`src/hdl/pce_pkg.sv`:
```
package pce_pkg;

   // block geometry
   localparam int PART_SIZE      = 256;
   localparam int MAX_PARTITIONS = 16;
   localparam int SAMPLE_BITS    = 24;

   localparam int TAP_DEPTH  = MAX_PARTITIONS * PART_SIZE;
   localparam int HIST_DEPTH = (MAX_PARTITIONS + 1) * PART_SIZE;
   localparam int TAP_AW     = $clog2(TAP_DEPTH);
   localparam int HIST_AW    = $clog2(HIST_DEPTH);
   localparam int HIST_RING  = 1 << HIST_AW;
   localparam int HIST_CW    = $clog2(HIST_DEPTH + 1);
   localparam int PART_AW    = $clog2(PART_SIZE);
   localparam int NPART_W    = 5;
   localparam int COEF_IDX_W = 12;
   localparam int ACC_W      = 64;
   localparam int PROD_W     = 2 * SAMPLE_BITS;

   // action codes
   localparam logic [1:0] ACT_SAMPLE = 2'd0;
   localparam logic [1:0] ACT_COEF   = 2'd1;
   localparam logic [1:0] ACT_CLEAR  = 2'd2;
   localparam logic [1:0] ACT_UNUSED = 2'd3;

   // register addresses
   localparam int REG_PART_COUNT = 0;

   // one issued multiply-accumulate step
   typedef struct packed {
      logic               vld;
      logic               first;
      logic               last;
      logic               zero;
      logic [PART_AW-1:0] idx;
   } mac_ctl_type;

   // output block write port
   typedef struct packed {
      logic                   en;
      logic [PART_AW-1:0]     addr;
      logic [SAMPLE_BITS-1:0] data;
   } out_wr_type;

endpackage

```
`src/hdl/pce_mac.sv`:
```
module pce_mac import pce_pkg::*; (
   input  logic                          clock,
   input  logic                          reset,
   input  mac_ctl_type                   issue,
   input  logic signed [SAMPLE_BITS-1:0] coef,
   input  logic signed [SAMPLE_BITS-1:0] hist,
   output out_wr_type                    out_wr,
   output logic                          busy
);

   localparam logic signed [ACC_W-1:0] RND  = ACC_W'(1) << (SAMPLE_BITS - 2);
   localparam logic signed [ACC_W-1:0] MAXV = (ACC_W'(1) << (SAMPLE_BITS - 1)) - ACC_W'(1);
   localparam logic signed [ACC_W-1:0] MINV = -(ACC_W'(1) << (SAMPLE_BITS - 1));

   mac_ctl_type ctl0_ff, ctl1_ff, ctl2_ff;
   logic signed [PROD_W-1:0] prod_ff;
   logic signed [ACC_W-1:0]  acc_ff, acc_in;
   logic signed [ACC_W-1:0]  rnd, shf;
   logic [SAMPLE_BITS-1:0]   sat;
   logic                     wr_en_ff;
   logic [PART_AW-1:0]       wr_addr_ff;
   logic [SAMPLE_BITS-1:0]   wr_data_ff;

   // control pipeline, aligned with RAM read latency
   always_ff @(posedge clock) begin
      if (reset) begin
         ctl0_ff  <= '0;
         ctl1_ff  <= '0;
         ctl2_ff  <= '0;
         wr_en_ff <= 1'b0;
      end else begin
         ctl0_ff  <= issue;
         ctl1_ff  <= ctl0_ff;
         ctl2_ff  <= ctl1_ff;
         wr_en_ff <= ctl2_ff.vld && ctl2_ff.last;
      end
   end

   // accumulate, round, saturate
   always_comb begin
      acc_in = ctl1_ff.first ? ACC_W'(prod_ff) : acc_ff + ACC_W'(prod_ff);
      rnd = acc_ff + RND;
      shf = rnd >>> (SAMPLE_BITS - 1);
      if (shf > MAXV) begin
         sat = MAXV[SAMPLE_BITS-1:0];
      end else if (shf < MINV) begin
         sat = MINV[SAMPLE_BITS-1:0];
      end else begin
         sat = shf[SAMPLE_BITS-1:0];
      end
   end

   always_ff @(posedge clock) begin
      if (ctl0_ff.zero) begin
         prod_ff <= '0;
      end else begin
         prod_ff <= coef * hist;
      end
      if (ctl1_ff.vld) begin
         acc_ff <= acc_in;
      end
      wr_addr_ff <= ctl2_ff.idx;
      wr_data_ff <= sat;
   end

   assign out_wr = '{en: wr_en_ff, addr: wr_addr_ff, data: wr_data_ff};
   assign busy   = ctl0_ff.vld || ctl1_ff.vld || ctl2_ff.vld || wr_en_ff;

endmodule

```
`config.mk`:
```
export PLATFORM = sky130hd
export DESIGN_NAME = pce_mac
export DESIGN_NICKNAME = d
export VERILOG_FILES = /design/src/hdl/pce_pkg.sv /design/src/hdl/pce_mac.sv
export SDC_FILE = /design/constraint.sdc
export NUM_CORES = 2
export LEC_CHECK = 0
export BUFFER_PORTS_ARGS = -buffer_cell sky130_fd_sc_hd__buf_2
export CAP_MARGIN = 30
export CORE_ASPECT_RATIO = 0.7
export CORE_MARGIN = 2
export CORE_UTILIZATION = 45
export CTS_CLUSTER_SIZE = 8
export DETAILED_ROUTE_END_ITERATION = 10
export PLACE_DENSITY = 0.6
export REMOVE_ABC_BUFFERS = 1
export SYNTH_ARGS = -nofsm -noshare
export SYNTH_HDL_FRONTEND = slang
export SYNTH_SLANG_ARGS = --single-unit
```
`constraint.sdc`:
```
create_clock -name clock -period 9.16 [get_ports clock]
set_input_delay 0.458 -clock clock [delete_from_list [all_inputs] [get_ports clock]]
set_output_delay 0.458 -clock clock [all_outputs]
set_load 0.05 [all_outputs]
```
-- Word level (Yosys, flattened, before mapping)
Index checks and enable logic that the tools add are counted.
- register bits: 178
- input port bits: 62
- output and inout bits: 34
- logic and storage cells: 28
- add/sub/neg operators: 2
- multipliers: 1
- magnitude comparators: 2
- multiplexer cells: 2
- reductions and logical operators: 4
- operators by type and width (cell ; count):
    64-bit by 24-bit adder with 64-bit output, second input constant ; 1
    64-bit by 48-bit adder with 64-bit output ; 1
    64-bit 2-to-1 mux ; 1
    24-bit by 24-bit multiplier with 48-bit output ; 1
    41-bit by 24-bit greater-than comparator with 1-bit output, second input constant ; 1
    41-bit by 24-bit < comparator with 1-bit output, second input constant ; 1
    24-bit 2-to-1 mux ; 1
    1-bit logical OR ; 3
    1-bit logical AND ; 1

-- Logic depth before layout (Yosys ltp)
- depth after elaboration: 3
- depth in mapped cells: 28
- mapped depth without buffers: 27

-- Worst setup path before layout
No wires, ideal clock.
- path kind: input to register
- from: input hist[23]
- to: register prod_ff[47]
- setup time: 0.135 ns
- data arrival time: 6.967 ns
- data required time: 9.025 ns
- slack: 2.058 ns
- stages: 23
- buffers on the path: 1
- cells stage by stage: clkinv_1 > clkbuf_1 > nor2_1 > fa_1 > fa_1 > fa_1 > fa_1 > fa_1 > fa_1 > inv_1 > fa_1 > inv_1 > ha_1 > and3_1 > a221o_1 > a211oi_1 > a21boi_1 > nand3_1 > a31oi_1 > o21ai_1 > a21o_1 > a2111oi_0 > a311oi_1
- longest elaborated chain between the ends: 1
- ends and longest elaborated chain (item ; RTL line ; source):
    start, declared ; pce_mac.sv:6 ; input logic signed [SAMPLE_BITS-1:0] hist,
    24-bit by 24-bit multiplier with 48-bit output ; pce_mac.sv:57 ; prod_ff <= coef * hist;
    end signal, assigned ; pce_mac.sv:57 ;
    end, declared ; pce_mac.sv:16 ; logic signed [PROD_W-1:0] prod_ff;
Every way passes these cells.
A chain may end at the register's enable or synchronous reset.

-- Worst setup path after layout
- from: input hist[4]
- to: register prod_ff[47]
The elaborated chain is that of the path after synthesis.

==> key figures <==
Synthesis
  – Yosys warns: 0
  – Syn_area_per_cell: 9.16 sq um
  – XOR/XNOR Fraction of Synth Area: 3.75%
  – Adder-cell share of the synthesized area: 47.2%
  – Ys async rst share: 0%
  – Post-synth cell types: 75
  – Yosys reg bits: 178
  – Post-Synth Simple-Gate Area: 16.8%
  – Seq/Total Area, Yosys: 13.5%
  – Largest family of logic cells by synthesized area: adder cells
  – Mux contribution to synthesized area: 0.205%
  – Mapped cell area: 31100 sq um
  – Dominant synthesized flop cell: dfxtp_1
  – Post-synth EDFFs: 64
  – Synth Area in Compound Gates: 8.91%
  – Cells after Synth: 3390

Final layout
  – Commonest cells after routing, fill and taps aside: inv_1, fa_1, nand2_1
  – Most common cell after layout, fill and taps aside: inv_1
  – Share of layout cells above drive strength 1: 4.99%
  – Area grow syn2layout: 6.05%
  – Antenna diode instance count: 0
  – Nets: 4251
  – Non-Filler Cell Area, Final: 32900 sq um

Drt
  – Via count: 22300
  – DRC Markers: 0
  – Vias per Instance: 5.19
  – Total wire length: 75400 um
  – Routed Antenna Nets: 0
  – First-pass DRT Iterations: 5
  – 1st-iter DRT viols: 1501
  – DR WL/cell: 17.6 um

Global route
  – Total gr overflow: 0
  – Vias in the first global route: 23600
  – First-pass GRT wire length: 127000 um
  – Largest net degree at the start of global routing: 66
  – Initial antenna violation count: 1
  – GRT Resource Usage Total: 22.5%

STA
  – Endpoints failing setup: 0
  – Setup TNS: 0 ns
  – Final min period: 7.73 ns
  – Final worst clock skew: 0.0252 ns
  – Worst slew pin tran: 0.940 ns
  – Slew Limit Headroom: 37.3%
  – Period Utilization, post-route: 84.4%
  – FMAX: 129 MHz
  – Slew Limit Fails: 0
  – Unrepaired setup endpoints after global routing: false
  – Final hold viol count: 0

Clocking
  – Clock tree buffer depth: 3
  – H-tree Lvls: 4
  – CTS sink count: 178
  – Cts hold-fix bufs: 0
  – Clk Tree Root Cell: clkbuf_16
  – Post-CTS Setup Bufs: 0
  – Resize count post-CTS: 0
  – Clock slew seen by the registers of the worst setup and hold paths: 0.08 ns
  – TritonCTS clock tree: done
  – Num CTS Buffers: 25
  – Clock Latency Late Sink: 0.51 ns

Hold path
  – Cells on Worst Hold Path: 2
  – Hold Crit Class: in2reg

Floorplanning
  – Core Region: 68200 sq um
  – # IOs: 96
  – Row Count: 80
  – Die ar.: 71200 sq um
  – Die H: 224 um
  – Die span in x: 318 um
  – Initial core utilization: 45.6%

Placed design
  – HPWL after DPL: 61800 um
  – RePlAce Congestion: 0.881
  – Port Buf Inserts: 95
  – Placed cell area: 32200 sq um

Worst setup path
  – CP Data Arrival Time: 8.08 ns
  – CP Capture Type: flip-flop
  – Req. time, crit path: 9.51 ns
  – Crit Path Category: in2reg
  – Critical path fanouts, max: 19
  – Startpoint Class: input pin
  – R2R cell count: 14

Outcome
  – Status: finished, final reports clean

Job
  – Max-Cap Viols: 0
[kinds of logic (layout without fill, tap and decap cells)]
family	count (synthesis)	after routing
flip-flops	178	178
AND/OR/NAND/NOR	1041	1041
XOR/XNOR	133	133
adder cells (fa/ha/maj)	806	806
multiplexers	6	6
buffers and inverters	779	778
AO/OA/AOI/OAI	447	447
[layout make-up]
class,instances,area (sq um)
fill,6547,35200
tap,902,1130
inverter,627,2350
multi-input combinational,2433,23900
timing repair buffer,118,678
clock buffer,29,651
sequential,178,4210
clock inverter,4,50.0
[routing by layer]
layer | GRT usage (%) | vias up | part of all wire (%)
met5 | 0 | - | 0
met4 | 4.12 | 0 | 1.6
met3 | 3.24 | 69 | 5.4
met2 | 35.1 | 551 | 44
met1 | 33.6 | 11200 | 49
li1 | - | 10500 | -
[stage by stage]
| stage | util (%) | cells | hold WS [ns] | setup WS (ns) |
|---|---|---|---|---|
| 2_1_floorplan | - | 3238 | 0.310 | 2.13 |
| 3_3_place_gp | 47.2 | 4255 | 0.310 | 1.11 |
| 3_5_place_dp | 47.2 | 4255 | 0.313 | 1.06 |
| 4_1_cts | 48.2 | 4288 | 0.134 | 1.57 |
| 5_1_grt | 48.3 | 4291 | 0.139 | 1.10 |
| 6_report | 48.3 | 4291 | 0.152 | 1.43 |
[synth_stat cells, types with 5 or more instances]
master | number | share of area, %
fa_1 | 608 | 39
a21oi_1 | 116 | 1.9
xor2_1 | 64 | 1.8
xnor2_1 | 69 | 1.9
a31oi_1 | 18 | 0.36
nand3_1 | 34 | 0.55
and2_1 | 278 | 5.6
nor2b_1 | 51 | 1.0
nor4_1 | 5 | 0.10
inv_1 | 626 | 7.6
a211oi_1 | 16 | 0.39
buf_6 | 5 | 0.18
o211ai_1 | 10 | 0.24
a211o_1 | 5 | 0.14
and4_1 | 6 | 0.17
or3_1 | 5 | 0.10
o21ai_0 | 111 | 1.8
ha_1 | 198 | 8.0
o21bai_1 | 14 | 0.34
nand4_1 | 32 | 0.64
nor3_1 | 22 | 0.35
nor2_1 | 115 | 1.4
clkbuf_1 | 136 | 1.6
or4_1 | 5 | 0.12
buf_4 | 6 | 0.15
o2111ai_1 | 5 | 0.14
a21o_1 | 64 | 1.5
dfxtp_1 | 114 | 7.3
nand2b_1 | 26 | 0.52
o21a_1 | 12 | 0.29
and3_1 | 21 | 0.42
edfxtp_1 | 64 | 6.2
nand2_1 | 415 | 5.0
nor3b_1 | 6 | 0.15
o21ai_1 | 35 | 0.56
[state kept, by name, indices dropped and copies added, names as in the netlist]
signal and count:
acc_ff 64, prod_ff 48, wr_data_ff 24, ctl0_ff 12
ctl1_ff 11, ctl2_ff 10, wr_addr_ff 8, wr_en_ff 1
[critical path, cell delays in order]
cell and delay (ns):
buf_2 0.37, buf_4 0.23, nand2_1 0.08, fa_1 0.53, inv_1 0.06, fa_1 0.55
inv_1 0.09, fa_1 0.46, fa_1 0.51, inv_1 0.05, fa_1 0.46, fa_1 0.54
inv_1 0.05, fa_1 0.53, inv_1 0.04, ha_1 0.35, and3_1 0.26, a221o_1 0.42
a211oi_1 0.18, a21boi_1 0.47, nand3_1 0.25, a31oi_1 0.26, o21ai_1 0.12, a21o_1 0.22
a2111oi_0 0.42, a311oi_1 0.09
[final timing paths]
check,from,endpoint,slack [ns]
min reg2reg,ctl2_ff[5],wr_addr_ff[5],0.33
max reg2reg,acc_ff[0],acc_ff[60],4.95
min,issue[6],ctl0_ff[6],0.15
max,hist[4],prod_ff[47],1.43
Power is not shown: default switching activity piles up to over one toggle a cycle in this logic, so the estimate is an artifact.
